## config.mk

```make
export PLATFORM = sky130hd
export DESIGN_NAME = row_fir_filter_core
export DESIGN_NICKNAME = d
export VERILOG_FILES = /design/src/hdl/rff_pkg.sv /design/src/hdl/row_fir_filter_core.sv /design/src/hdl/rff_regs.sv /design/src/hdl/rff_front.sv /design/src/hdl/rff_queue.sv /design/src/hdl/rff_back.sv
export SDC_FILE = /design/constraint.sdc
export NUM_CORES = 2
export LEC_CHECK = 0
export BUFFER_PORTS_ARGS = -buffer_cell sky130_fd_sc_hd__buf_4
export CAP_MARGIN = 30
export CORE_MARGIN = 2
export CORE_UTILIZATION = 45
export DETAILED_ROUTE_END_ITERATION = 6
export SLEW_MARGIN = 10
export SYNTH_ARGS = -nofsm -noshare
export SYNTH_HDL_FRONTEND = slang
export SYNTH_SLANG_ARGS = --single-unit
export TNS_END_PERCENT = 20
```

## constraint.sdc

```tcl
create_clock -name clk -period 10.3 [get_ports clk]
set_clock_uncertainty 0.05 [all_clocks]
set_input_delay 1.03 -clock clk [delete_from_list [all_inputs] [get_ports clk]]
set_output_delay 1.03 -clock clk [all_outputs]
set_load 0.05 [all_outputs]
```

## src/hdl/rff_pkg.sv

```systemverilog
// ----------------------------------------------------------------------------
// rff_pkg: shared types and constants of the row FIR filter
// Register map codes, field widths, the job descriptor passed from the
// front to the back, and helpers for tap selection and saturation.
// ----------------------------------------------------------------------------
`default_nettype none

package rff_pkg;

  // Parameter defaults
  localparam int MAX_TAPS_DEF   = 7;
  localparam int MAX_WIDTH_DEF  = 4096;
  localparam int PIXEL_BITS_DEF = 16;

  // Fixed field widths
  localparam int ROW_WIDTH_BITS = 13;
  localparam int TAP_COUNT_BITS = 3;
  localparam int DIVISOR_BITS   = 16;
  localparam int COEF_BITS      = 16;
  localparam int COEFS_LO_BITS  = 64;
  localparam int COEFS_HI_BITS  = 48;
  localparam int ACC_BITS       = 32;
  localparam int OUT_BITS       = 16;
  localparam int IN_BITS        = 16;

  // Configuration port
  localparam int CFG_ADDR_BITS = 6;
  localparam int CFG_DATA_BITS = 64;

  // Job queue between front and back
  localparam int QUEUE_DEPTH = 2;

  typedef enum logic [2:0] {
    REG_ROW_WIDTH  = 3'd0,
    REG_TAP_COUNT  = 3'd1,
    REG_DIVISOR    = 3'd2,
    REG_COEFS_LOW  = 3'd3,
    REG_COEFS_HIGH = 3'd4
  } reg_idx_t;

  typedef struct packed {
    logic [ROW_WIDTH_BITS-1:0] row_width;
    logic [TAP_COUNT_BITS-1:0] tap_count;
    logic [DIVISOR_BITS-1:0]   divisor;
    logic [COEFS_LO_BITS-1:0]  coefs_low;
    logic [COEFS_HI_BITS-1:0]  coefs_high;
  } cfg_t;

  // One accepted pixel's work: an optional main column, then trailing zeros
  typedef struct packed {
    logic       has_main;
    logic       compute;
    logic [1:0] zeros;
    logic       row_last;
    logic       frame_last;
  } job_ctrl_t;

  // Clamp the programmed tap count to the supported maximum
  function automatic logic [TAP_COUNT_BITS-1:0] sat_taps(
    input logic [TAP_COUNT_BITS-1:0] tc,
    input logic [TAP_COUNT_BITS-1:0] tmax
  );
    return (tc > tmax) ? tmax : tc;
  endfunction

  // Pick tap s out of the packed coefficient registers
  function automatic logic signed [COEF_BITS-1:0] coef_tap(
    input cfg_t                      cfg,
    input logic [TAP_COUNT_BITS-1:0] s
  );
    logic signed [COEF_BITS-1:0] t;
    unique case (s)
      3'd0:    t = cfg.coefs_low[15:0];
      3'd1:    t = cfg.coefs_low[31:16];
      3'd2:    t = cfg.coefs_low[47:32];
      3'd3:    t = cfg.coefs_low[63:48];
      3'd4:    t = cfg.coefs_high[15:0];
      3'd5:    t = cfg.coefs_high[31:16];
      3'd6:    t = cfg.coefs_high[47:32];
      default: t = '0;
    endcase
    return t;
  endfunction

endpackage

`default_nettype wire

```

## src/hdl/row_fir_filter_core.sv

```systemverilog
// ----------------------------------------------------------------------------
// row_fir_filter_core: horizontal FIR filter over a raster pixel stream
// Each row is filtered by a mask of up to seven taps, the sum divided by a
// programmable divisor; border columns give zero.
//
//   channel   signals                          direction  moves
//   pixel     pixel_valid/pixel_stall          in         pixel, frame_end
//   result    result_valid/result_stall        out        filtered, flags
//   config    psel/penable/pwrite/paddr/...    in         register access
//
// A column that needs the mask passes in the back end through the serial
// MAC, a radix-2 divide and the output load. Border-only results need
// only the job fetch and the output load.
// The front takes one pixel per cycle while the two-entry job queue has
// room; pixel_stall is high only when that queue is full.
// Synchronous reset restores the register defaults and clears all control
// state; there is no clearing pass. A stalled result holds in the output
// register while the back keeps working on the next job.
// ----------------------------------------------------------------------------
`default_nettype none

module row_fir_filter_core
  import rff_pkg::*;
#(
  parameter int MAX_TAPS   = MAX_TAPS_DEF,
  parameter int MAX_WIDTH  = MAX_WIDTH_DEF,
  parameter int PIXEL_BITS = PIXEL_BITS_DEF
) (
  input  wire logic                     clk,
  input  wire logic                     rst,
  input  wire logic                     psel,
  input  wire logic                     penable,
  input  wire logic                     pwrite,
  input  wire logic [CFG_ADDR_BITS-1:0] paddr,
  input  wire logic [CFG_DATA_BITS-1:0] pwdata,
  output      logic [CFG_DATA_BITS-1:0] prdata,
  output      logic                     pready,
  input  wire logic                     pixel_valid,
  output      logic                     pixel_stall,
  input  wire logic [IN_BITS-1:0]       pixel,
  input  wire logic                     frame_end,
  output      logic                     result_valid,
  input  wire logic                     result_stall,
  output      logic [OUT_BITS-1:0]      filtered,
  output      logic                     row_last,
  output      logic                     frame_last
);

  localparam int WD = 2 * (MAX_TAPS / 2) + 1;

  cfg_t                  cfg;
  logic                  accept;
  logic                  push;
  job_ctrl_t             push_job;
  logic [PIXEL_BITS-1:0] push_win [WD];
  logic                  pop;
  job_ctrl_t             head_job;
  logic [PIXEL_BITS-1:0] head_win [WD];
  logic                  full;
  logic                  empty;

  assign pixel_stall = full;
  assign accept      = pixel_valid && !pixel_stall;

  rff_regs u_regs (
    .clk     (clk),
    .rst     (rst),
    .psel    (psel),
    .penable (penable),
    .pwrite  (pwrite),
    .paddr   (paddr),
    .pwdata  (pwdata),
    .prdata  (prdata),
    .pready  (pready),
    .cfg     (cfg)
  );

  rff_front #(
    .MAX_TAPS   (MAX_TAPS),
    .MAX_WIDTH  (MAX_WIDTH),
    .PIXEL_BITS (PIXEL_BITS)
  ) u_front (
    .clk       (clk),
    .rst       (rst),
    .cfg       (cfg),
    .accept    (accept),
    .pixel     (pixel),
    .frame_end (frame_end),
    .push      (push),
    .job       (push_job),
    .win       (push_win)
  );

  rff_queue #(
    .PIXEL_BITS (PIXEL_BITS),
    .WD         (WD),
    .DEPTH      (QUEUE_DEPTH)
  ) u_queue (
    .clk      (clk),
    .rst      (rst),
    .push     (push),
    .push_job (push_job),
    .push_win (push_win),
    .pop      (pop),
    .head_job (head_job),
    .head_win (head_win),
    .full     (full),
    .empty    (empty)
  );

  rff_back #(
    .MAX_TAPS   (MAX_TAPS),
    .PIXEL_BITS (PIXEL_BITS)
  ) u_back (
    .clk          (clk),
    .rst          (rst),
    .cfg          (cfg),
    .empty        (empty),
    .head_job     (head_job),
    .head_win     (head_win),
    .pop          (pop),
    .result_valid (result_valid),
    .result_stall (result_stall),
    .filtered     (filtered),
    .row_last     (row_last),
    .frame_last   (frame_last)
  );

endmodule

`default_nettype wire

```

## src/hdl/rff_regs.sv

```systemverilog
// ----------------------------------------------------------------------------
// rff_regs: configuration register file
// APB-style write and read access to the five filter registers at 8-byte
// spacing. pready is tied high.
// ----------------------------------------------------------------------------
`default_nettype none

module rff_regs
  import rff_pkg::*;
(
  input  wire logic                     clk,
  input  wire logic                     rst,
  input  wire logic                     psel,
  input  wire logic                     penable,
  input  wire logic                     pwrite,
  input  wire logic [CFG_ADDR_BITS-1:0] paddr,
  input  wire logic [CFG_DATA_BITS-1:0] pwdata,
  output      logic [CFG_DATA_BITS-1:0] prdata,
  output      logic                     pready,
  output      cfg_t                     cfg
);

  logic     wr_en;
  reg_idx_t idx;

  assign pready = 1'b1;
  assign wr_en  = psel && penable && pwrite;
  assign idx    = reg_idx_t'(paddr[CFG_ADDR_BITS-1:3]);

  // Write selected register
  always_ff @(posedge clk) begin
    if (rst) begin
      cfg.row_width  <= ROW_WIDTH_BITS'(640);
      cfg.tap_count  <= TAP_COUNT_BITS'(3);
      cfg.divisor    <= DIVISOR_BITS'(1);
      cfg.coefs_low  <= '0;
      cfg.coefs_high <= '0;
    end else if (wr_en) begin
      unique case (idx)
        REG_ROW_WIDTH:  cfg.row_width  <= pwdata[ROW_WIDTH_BITS-1:0];
        REG_TAP_COUNT:  cfg.tap_count  <= pwdata[TAP_COUNT_BITS-1:0];
        REG_DIVISOR:    cfg.divisor    <= pwdata[DIVISOR_BITS-1:0];
        REG_COEFS_LOW:  cfg.coefs_low  <= pwdata[COEFS_LO_BITS-1:0];
        REG_COEFS_HIGH: cfg.coefs_high <= pwdata[COEFS_HI_BITS-1:0];
        default: ;
      endcase
    end
  end

  // Read back
  always_comb begin
    unique case (idx)
      REG_ROW_WIDTH:  prdata = CFG_DATA_BITS'(cfg.row_width);
      REG_TAP_COUNT:  prdata = CFG_DATA_BITS'(cfg.tap_count);
      REG_DIVISOR:    prdata = CFG_DATA_BITS'(cfg.divisor);
      REG_COEFS_LOW:  prdata = CFG_DATA_BITS'(cfg.coefs_low);
      REG_COEFS_HIGH: prdata = CFG_DATA_BITS'(cfg.coefs_high);
      default:        prdata = '0;
    endcase
  end

endmodule

`default_nettype wire

```

## src/hdl/rff_front.sv

```systemverilog
// ----------------------------------------------------------------------------
// rff_front: pixel intake and column classification
// Keeps the pixel history and column counter, and turns each accepted
// pixel into a job: whether a column is due, whether it needs the MAC,
// and how many trailing border zeros the row end flushes.
// ----------------------------------------------------------------------------
`default_nettype none

module rff_front
  import rff_pkg::*;
#(
  parameter int MAX_TAPS   = MAX_TAPS_DEF,
  parameter int MAX_WIDTH  = MAX_WIDTH_DEF,
  parameter int PIXEL_BITS = PIXEL_BITS_DEF
) (
  input  wire logic                  clk,
  input  wire logic                  rst,
  input  wire cfg_t                  cfg,
  input  wire logic                  accept,
  input  wire logic [IN_BITS-1:0]    pixel,
  input  wire logic                  frame_end,
  output      logic                  push,
  output      job_ctrl_t             job,
  output      logic [PIXEL_BITS-1:0] win [2*(MAX_TAPS/2)+1]
);

  localparam int WD = 2 * (MAX_TAPS / 2) + 1;
  localparam int CW = $clog2(MAX_WIDTH);
  localparam int LW = ($clog2(MAX_WIDTH + 1) > ROW_WIDTH_BITS) ?
                      $clog2(MAX_WIDTH + 1) : ROW_WIDTH_BITS;

  logic [PIXEL_BITS-1:0]     hist [WD];
  logic [CW-1:0]             col;
  logic [CW-1:0]             col_next;
  logic [LW-1:0]             w_eff;
  logic [LW-1:0]             col_ext;
  logic [TAP_COUNT_BITS-1:0] taps;
  logic [1:0]                half;
  logic                      last;
  logic                      ge_half;
  logic                      ge_span;

  // Effective row width: zero reads as one, clamp at the maximum
  always_comb begin
    w_eff = LW'(cfg.row_width);
    if (w_eff == '0) begin
      w_eff = LW'(1);
    end else if (w_eff > LW'(MAX_WIDTH)) begin
      w_eff = LW'(MAX_WIDTH);
    end
  end

  assign taps    = sat_taps(cfg.tap_count, TAP_COUNT_BITS'(MAX_TAPS));
  assign half    = taps[2:1];
  assign col_ext = LW'(col);
  assign last    = frame_end || (col_ext + LW'(1) >= w_eff);
  assign ge_half = col_ext >= LW'(half);
  assign ge_span = col_ext >= LW'({half, 1'b0});

  // Classify the pixel
  always_comb begin
    job.row_last   = last;
    job.frame_last = frame_end;
    job.has_main   = ge_half;
    job.compute    = ge_span;
    job.zeros      = 2'd0;
    if (last) begin
      job.zeros = ge_half ? half : col[1:0];
    end
  end

  assign push     = accept && (job.has_main || (job.zeros != 2'd0));
  assign col_next = last ? '0 : col + CW'(1);

  // Window as seen after this pixel, newest first
  always_comb begin
    win[0] = pixel[PIXEL_BITS-1:0];
    for (int i = 1; i < WD; i++) begin
      win[i] = hist[i-1];
    end
  end

  // Advance history and column on each transfer
  always_ff @(posedge clk) begin
    if (rst) begin
      col <= '0;
      for (int i = 0; i < WD; i++) begin
        hist[i] <= '0;
      end
    end else if (accept) begin
      col <= col_next;
      for (int i = 0; i < WD; i++) begin
        hist[i] <= win[i];
      end
    end
  end

endmodule

`default_nettype wire

```

## src/hdl/rff_queue.sv

```systemverilog
// ----------------------------------------------------------------------------
// rff_queue: job queue between front and back
// Small FIFO of job descriptors with their pixel windows.
// ----------------------------------------------------------------------------
`default_nettype none

module rff_queue
  import rff_pkg::*;
#(
  parameter int PIXEL_BITS = PIXEL_BITS_DEF,
  parameter int WD         = 2 * (MAX_TAPS_DEF / 2) + 1,
  parameter int DEPTH      = QUEUE_DEPTH
) (
  input  wire logic                  clk,
  input  wire logic                  rst,
  input  wire logic                  push,
  input  wire job_ctrl_t             push_job,
  input  wire logic [PIXEL_BITS-1:0] push_win [WD],
  input  wire logic                  pop,
  output      job_ctrl_t             head_job,
  output      logic [PIXEL_BITS-1:0] head_win [WD],
  output      logic                  full,
  output      logic                  empty
);

  localparam int AW = (DEPTH > 1) ? $clog2(DEPTH) : 1;
  localparam int NW = $clog2(DEPTH + 1);

  job_ctrl_t             q_job [DEPTH];
  logic [PIXEL_BITS-1:0] q_win [DEPTH][WD];
  logic [AW-1:0]         wr_ptr;
  logic [AW-1:0]         rd_ptr;
  logic [NW-1:0]         count;

  assign full  = (count == NW'(DEPTH));
  assign empty = (count == '0);

  assign head_job = q_job[rd_ptr];
  always_comb begin
    for (int i = 0; i < WD; i++) begin
      head_win[i] = q_win[rd_ptr][i];
    end
  end

  // Pointers and fill level
  always_ff @(posedge clk) begin
    if (rst) begin
      wr_ptr <= '0;
      rd_ptr <= '0;
      count  <= '0;
    end else begin
      if (push) begin
        wr_ptr <= (wr_ptr == AW'(DEPTH - 1)) ? '0 : wr_ptr + AW'(1);
      end
      if (pop) begin
        rd_ptr <= (rd_ptr == AW'(DEPTH - 1)) ? '0 : rd_ptr + AW'(1);
      end
      if (push && !pop) begin
        count <= count + NW'(1);
      end else if (pop && !push) begin
        count <= count - NW'(1);
      end
    end
  end

  // Store entries
  always_ff @(posedge clk) begin
    if (push) begin
      q_job[wr_ptr] <= push_job;
      for (int i = 0; i < WD; i++) begin
        q_win[wr_ptr][i] <= push_win[i];
      end
    end
  end

endmodule

`default_nettype wire

```

## src/hdl/rff_back.sv

```systemverilog
// ----------------------------------------------------------------------------
// rff_back: column evaluation and result output
// Runs one job at a time: a serial multiply-accumulate over the taps, a
// restoring divide one quotient bit per cycle, then the results into the
// output register.
// ----------------------------------------------------------------------------
`default_nettype none

module rff_back
  import rff_pkg::*;
#(
  parameter int MAX_TAPS   = MAX_TAPS_DEF,
  parameter int PIXEL_BITS = PIXEL_BITS_DEF
) (
  input  wire logic                  clk,
  input  wire logic                  rst,
  input  wire cfg_t                  cfg,
  input  wire logic                  empty,
  input  wire job_ctrl_t             head_job,
  input  wire logic [PIXEL_BITS-1:0] head_win [2*(MAX_TAPS/2)+1],
  output      logic                  pop,
  output      logic                  result_valid,
  input  wire logic                  result_stall,
  output      logic [OUT_BITS-1:0]   filtered,
  output      logic                  row_last,
  output      logic                  frame_last
);

  localparam int WD  = 2 * (MAX_TAPS / 2) + 1;
  localparam int WIW = (WD > 1) ? $clog2(WD) : 1;
  localparam int DCW = $clog2(ACC_BITS);

  typedef enum logic [2:0] {
    S_IDLE,
    S_MAC,
    S_DIV,
    S_MAIN,
    S_ZERO
  } state_t;

  state_t                    state;
  job_ctrl_t                 jc;
  logic [1:0]                zcnt;
  logic [PIXEL_BITS-1:0]     bwin [WD];
  logic [TAP_COUNT_BITS-1:0] s;
  logic                      prod_v;
  logic [ACC_BITS-1:0]       prod;
  logic [ACC_BITS-1:0]       acc;
  logic [ACC_BITS-1:0]       dvd;
  logic [DIVISOR_BITS-1:0]   rem;
  logic [DCW-1:0]            dcnt;
  logic                      neg;

  logic [TAP_COUNT_BITS-1:0] taps;
  logic [1:0]                half;
  logic [2:0]                d;
  logic signed [COEF_BITS-1:0]  tap_v;
  logic signed [PIXEL_BITS-1:0] win_v;
  logic [DIVISOR_BITS-1:0]   div_eff;
  logic [DIVISOR_BITS:0]     rem_sh;
  logic                      q_bit;
  logic [ACC_BITS-1:0]       q_fix;
  logic signed [PIXEL_BITS-1:0] q_tr;
  logic [OUT_BITS-1:0]       main_val;
  logic                      slot_free;
  logic                      load;

  assign taps    = sat_taps(cfg.tap_count, TAP_COUNT_BITS'(MAX_TAPS));
  assign half    = taps[2:1];
  assign d       = {half, 1'b0} - s;
  assign tap_v   = coef_tap(cfg, s);
  assign win_v   = bwin[d[WIW-1:0]];
  assign div_eff = (cfg.divisor == '0) ? DIVISOR_BITS'(1) : cfg.divisor;

  // Restoring divide step
  assign rem_sh = {rem, dvd[ACC_BITS-1]};
  assign q_bit  = rem_sh >= {1'b0, div_eff};

  // Quotient sign fix and narrowing to pixel width
  assign q_fix    = neg ? (~dvd + ACC_BITS'(1)) : dvd;
  assign q_tr     = q_fix[PIXEL_BITS-1:0];
  assign main_val = OUT_BITS'(q_tr);

  assign slot_free = !result_valid || !result_stall;
  assign load      = slot_free && ((state == S_MAIN) || (state == S_ZERO));
  assign pop       = (state == S_IDLE) && !empty;

  always_ff @(posedge clk) begin
    if (rst) begin
      state        <= S_IDLE;
      result_valid <= 1'b0;
      prod_v       <= 1'b0;
    end else begin
      // Raise the output on a load, drop it once taken
      if (load) begin
        result_valid <= 1'b1;
      end else if (!result_stall) begin
        result_valid <= 1'b0;
      end

      unique case (state)
        S_IDLE: begin
          if (!empty) begin
            jc   <= head_job;
            zcnt <= head_job.zeros;
            for (int i = 0; i < WD; i++) begin
              bwin[i] <= head_win[i];
            end
            s      <= '0;
            acc    <= '0;
            prod_v <= 1'b0;
            dvd    <= '0;
            neg    <= 1'b0;
            if (head_job.has_main && head_job.compute) begin
              state <= S_MAC;
            end else if (head_job.has_main) begin
              state <= S_MAIN;
            end else begin
              state <= S_ZERO;
            end
          end
        end

        // One product per cycle, summed in the next cycle
        S_MAC: begin
          acc <= acc + (prod_v ? prod : '0);
          if (s < taps) begin
            prod   <= ACC_BITS'(tap_v * win_v);
            prod_v <= 1'b1;
            s      <= s + TAP_COUNT_BITS'(1);
          end else begin
            prod_v <= 1'b0;
            if (!prod_v) begin
              neg   <= acc[ACC_BITS-1];
              dvd   <= acc[ACC_BITS-1] ? (~acc + ACC_BITS'(1)) : acc;
              rem   <= '0;
              dcnt  <= '0;
              state <= S_DIV;
            end
          end
        end

        // One quotient bit per cycle, quotient shifts into dvd
        S_DIV: begin
          rem  <= q_bit ? DIVISOR_BITS'(rem_sh - {1'b0, div_eff})
                        : rem_sh[DIVISOR_BITS-1:0];
          dvd  <= {dvd[ACC_BITS-2:0], q_bit};
          dcnt <= dcnt + DCW'(1);
          if (dcnt == DCW'(ACC_BITS - 1)) begin
            state <= S_MAIN;
          end
        end

        // Emit the column result
        S_MAIN: begin
          if (slot_free) begin
            filtered     <= main_val;
            row_last     <= (zcnt == 2'd0) && jc.row_last;
            frame_last   <= (zcnt == 2'd0) && jc.frame_last;
            state        <= (zcnt == 2'd0) ? S_IDLE : S_ZERO;
          end
        end

        // Flush trailing border zeros
        S_ZERO: begin
          if (slot_free) begin
            filtered     <= '0;
            row_last     <= (zcnt == 2'd1) && jc.row_last;
            frame_last   <= (zcnt == 2'd1) && jc.frame_last;
            zcnt         <= zcnt - 2'd1;
            if (zcnt == 2'd1) begin
              state <= S_IDLE;
            end
          end
        end

        default: state <= S_IDLE;
      endcase
    end
  end

endmodule

`default_nettype wire
```

After elaboration in Yosys (flattened, before gate mapping)
Memories as Yosys holds them, arrays and structs flattened. A register that Yosys moved wholly into a read port is not among the register bits.
Index checks and enable logic that the tools add are counted.
Storage, ports and cells
  flip-flop bits (word level): 308
  latch bits: 0
  RAM bits: 460
  bits in read-only memories: 0
  input port bits: 94
  memories: 4
Cells by class
  $add $sub $neg: 14
  $mul: 1
  divide/modulo/power cells: 0
  order comparisons: 7
  equality and inequality tests: 26
  shift-type cells: 0
  mux-type cells: 84
  bitwise operators: 11
  reductions and logical operators: 53
Memories
  u_queue.q_win: depth 2, width 112, rd ports 1, clocked after Yosys merged registers in 1, write ports 1, line rff_queue.sv:30  | logic [PIXEL_BITS-1:0] q_win [DEPTH][WD];
  u_back.bwin: depth 7, width 16, rd ports 1, clocked after Yosys merged registers in 0, write ports 7, line rff_back.sv:44  | logic [PIXEL_BITS-1:0] bwin [WD];
  u_front.hist: depth 7, width 16, rd ports 6, clocked after Yosys merged registers in 0, write ports 7, line rff_front.sv:32  | logic [PIXEL_BITS-1:0] hist [WD];
  u_queue.q_job: depth 2, width 6, rd ports 1, clocked after Yosys merged registers in 1, write ports 1, line rff_queue.sv:29  | job_ctrl_t q_job [DEPTH];
Operators by type and width (number)
  $pmux W64 S5: 1
  $mux W16: 14
  $mux W32: 5
  $pmux W16 S7: 1
  $pmux W32 S3: 1
  $pmux W16 S2: 2
  $pmux W32 S2: 1
  $mux W3: 13
  $add A32 B1 Y32 const B: 1
  $add A32 B32 Y32: 1
  $mul A16 B16 Y32: 1
  $not A32 Y32: 1
  $mux W1: 27
  $mux W13: 2
  $eq A3 B2 Y1 const B: 6
  $ge A17 B16 Y1: 1
  $add A16 B1 Y16 const B: 1
  $logic_not A16 Y1: 1
  $not A16 Y16: 1
  $reduce_and A4 Y1: 4
  $sub A16 B16 Y16: 1
  $eq A3 B3 Y1 const B: 5
  $pmux W3 S5: 1
  $add A12 B1 Y13 const B: 1
  other kinds (40): 103

Depth between registers and ports, before layout
  depth after elaboration: 13
  gate-level depth with buffers: 31
  depth with buffers taken out: 27

By module
Synthesis repeated with hierarchy kept, for this count alone.
Unflattened totals
  cells, all modules: 3801
  area, all modules: 44486.4 um^2
By module, submodules not included
  rff_back: instances 1, cells each 2352, area each 23976.7 um^2, seq. area each 7757.4 um^2
  rff_queue: instances 1, cells each 389, area each 8785.9 um^2, seq. area each 7186.9 um^2
  rff_regs: instances 1, cells each 683, area each 6826.5 um^2, seq. area each 2882.8 um^2
  rff_front: instances 1, cells each 376, area each 4883.4 um^2, seq. area each 3123.0 um^2
  row_fir_filter_core: instances 1, cells each 1, area each 13.8 um^2, seq. area each 0.0 um^2

Least setup slack after synthesis
OpenSTA, ideal clock, no wires.
  path kind: register to register
  from: register u_front.col[0]
  to: memory u_queue.q_job[0][0] in the netlist's numbering, enable pin
  setup time: 739 ps
  arrival time: 10618 ps
  required time: 9511 ps
  slack: -1108 ps
  stages on the path, launching flop included: 15
  path through: dfxtp_1 ha_1 and2_1 nand2_1 xnor2_1 ha_1 a21o_1 a21o_1 a21oi_1 nor2b_1 a221o_1 a21oi_1 clkbuf_1 a21oi_1 nor3_1
RTL lines
  start, declared: line rff_front.sv:33  | logic [CW-1:0] col;
  start signal, assigned: line rff_front.sv:91  | col <= col_next;
  end, declared: line rff_queue.sv:29

Worst setup path after layout
  from: register u_regs.cfg[129] (netlist name)
  to: register u_back.prod[24] (data pin)
Between the ends
  word-level cells in the longest chain between the ends: 5
Ends and longest elaborated chain
  $gt A3 B3 Y1: line rff_pkg.sv:63  | return (tc > tmax) ? tmax : tc;
  $mux W3 *: line rff_pkg.sv:63
  $sub A3 B3 Y3 *: line rff_back.sv:70  | assign d = {half, 1'b0} - s;
  $mem_v2 Z7 W16 *
  $mul A16 B16 Y32 *: line rff_back.sv:128  | prod <= ACC_BITS'(tap_v * win_v);
  end signal, assigned: line rff_back.sv:128
  end, declared: line rff_back.sv:47  | logic [ACC_BITS-1:0] prod;
Mark *: on every way between the ends. The rest lies on a longest branch, timed or not.
A chain may end at the register's enable or synchronous reset.

==> impl_results.md <==
- CP Max Fanout: 22
- Postcts setup bufs: 0
- Critical path buffers and inverters: 7
- Endpoints failing hold: 0
- Grt total ovfl: 0
- H-tree lvl count: 3
- Worst min path class: reg -> reg
- Placed insts: 5,220
- CTS tree: yes
- Row count: 113
- Most used DFF post-synth: edfxtp_1
- Antenna violation net count after detailed routing: 0
- Clock slew at reported path FFs: 0.06 ns
- Finish-stage setup viols: 0
- Yosys warnings: 0
- Min Tclk post-route: 8.86 ns
- Pin count of the biggest net entering global routing: 86
- Synthesized cell area: 0.0433 sq mm
- WL final: 105,000 um
- Synth Net Count: 4,410
- Drt pass-1 iters: 7
- Ports: 179
- Die Ht: 314 um
- Port-buffer cells: 174
- Vias in the first global route: 29,307
- Starting Density: 45.5%
- Status: complete, but fails checks
- Initial antenna violation count: 2
- DR DRC count: 7
- Vias: 29,184
- Flop2flop setup slack: 1.44 ns
- Post-synth cell types: 73
- Setup TNS: 0 ns
- Placed Area: 0.0462 sq mm
- Dpl hpwl: 74,400 um
- Critical Path Most Common Cell: fa_1
- Global-route wire length before repair: 166,000 um
- TritonCTS buffer count: 82
- Post-synth top area cell: edfxtp_1
- Sequential share of the synthesized area: 48.4%
- Max incr delay on CP: 1.04 ns
- # hold bufs at CTS: 0
- Area Growth Syn to Fin: 12.9%
- Yosys top cell area share: 40.7%
- WP data arrival: 9.19 ns
- Antenna diodes: 0
- Kind of cell adding the most delay to the critical path: adder cells
- Final max-slew violation count: 0
- Maximum clock path buffer count: 3
- Max-cap viol count: 0
- Top achievable clock speed: 0.113 GHz
- Pwr dens: 204 mW/mm^2
- Placeable Area: 0.0952 sq mm
- Gp weighted congestion: 0.884
- FF+latch count, synth: 753
- Die X: 314 um
- Post-Route Utilization: 51.4%
- Finished Layout Cells: 5,370
- Crit-path slowest cell: fa_1
- Nets: 4,563
- Required time worst endpoint: 10.62 ns
- RSZ-0062 raised after global routing: false
- Setup Crit Path Kind: reg -> reg
- Worst slew margin: 36.5%
- Total die area: 0.0988 sq mm
- Mapped Cells: 3,888
- Wire per inst: 19.6 um
- DR iter-0 viols: 2,361
- Final period util: 86.1%
- CP Capture Type: flop
- Worst-margin pin slew: 0.952 ns
- Clk sink count: 753
- Synth area leaders: edfxtp_1, fa_1, dfxtp_1
- Clock root buffer: clkbuf_16
- Async S/R FF share, synth: 0%
- Final non-filler cell area: 0.0489 sq mm
- Max VDD drop: 0.000167 V
- Layout cells sized above 1: 13.7%
- Via/cell ratio: 5.43
- CP Launch Type: flop
- Post-synth EDFFs: 587
- Synth Area per Inst: 11.1 sq um
- P_leak: 0.0194 uW
- PostCTS Resize Cnt: 0
- GRT Total Usage: 21.6%
- Skew-Pair Late Insertion Delay: 0.68 ns
- Violated checks: DRC
state kept, by name, summed over array words and instances, names as in the netlist, 32 cells and up, named ones only:
name	count
u_back.dvd	32
u_back.acc	32
u_regs.cfg	144
u_back.bwin	112
u_back.prod	32
u_queue.q_win	224
u_front.hist	96
routing by layer:
layer	routed length [um]	track usage (%)	up-vias
li1	-	-	13781
met1	45800	29.0	14443
met2	50200	35.7	770
met3	6310	3.77	188
met4	2990	6.97	2
met5	13	0	-
cell usage after synthesis, drive strengths merged (19+ instances only):
library cell,instances
nand3,44
o21ai,119
xnor2,56
a211oi,27
nor2b,27
xor2,68
nor3,39
dfxtp,166
a22o,44
nand2b,33
a21o,39
buf,20
or2,29
o21a,19
fa,266
inv,347
nand2,503
edfxtp,587
and2,138
clkbuf,169
a222oi,22
o31ai,22
ha,162
and3,32
mux2,116
mux2i,46
a21oi,250
nor2,289
final timing paths:
kind,cells after the start,endpoint,from
min,0,u_queue.q_win[1][15]$_DFFE_PP_,u_front.hist[0][95]$_SDFFCE_PN0P_
max reg2reg,25,u_back.prod[24]$_DFFE_PP_,u_regs.cfg[129]$_SDFFE_PP1P_
min reg2reg,0,u_queue.q_win[1][15]$_DFFE_PP_,u_front.hist[0][95]$_SDFFCE_PN0P_
max,25,u_back.prod[24]$_DFFE_PP_,u_regs.cfg[129]$_SDFFE_PP1P_
stage by stage:
stage / worst slack, ns / total power (uW) / hold slack [ns]
4_1_cts: 1.39 / 10100 / 0.394
3_5_place_dp: 1.43 / 7150 / 0.380
2_1_floorplan: -1.11 / 6190 / 0.371
3_3_place_gp: 1.49 / 7090 / 0.373
5_1_grt: 1.03 / 10500 / 0.400
6_report: 1.44 / 9970 / 0.394
cell families after synthesis:
kind of cell	Yosys count	share of synthesized area [%]
simple gates	1204	12.7
flops	753	48.4
compound gates	662	9.86
buf+inv	538	4.68
fa+ha+maj	428	17.0
mux	178	4.91
xor+xnor	124	2.51
other cells	1	0.00865
power breakdown:
group / switching (uW) / internal [uW]
Combinational: 1870 / 1090
Sequential: 241 / 3880
Clock: 1240 / 1650
cell type report:
class / instances / area [sq um]
timing repair buffer: 258 / 1960
multi-input combinational: 2597 / 20400
tap: 1265 / 1580
clock inverter: 38 / 408
clock buffer: 110 / 2250
sequential: 753 / 21000
inverter: 349 / 1310
fill: 8554 / 46200
cell usage in the layout, fill, tap and decap left out, drive strengths merged, types with 44 or more instances in the layout:
cell and count:
a21oi 250, a22o 44, and2 138, buf 257, clkbuf 111, dfxtp 166
edfxtp 587, fa 266, ha 162, inv 353, mux2 116, mux2i 46
nand2 503, nand3 44, nor2 289, o21ai 119, xnor2 56, xor2 68
Power figures use the tool's default switching activity.
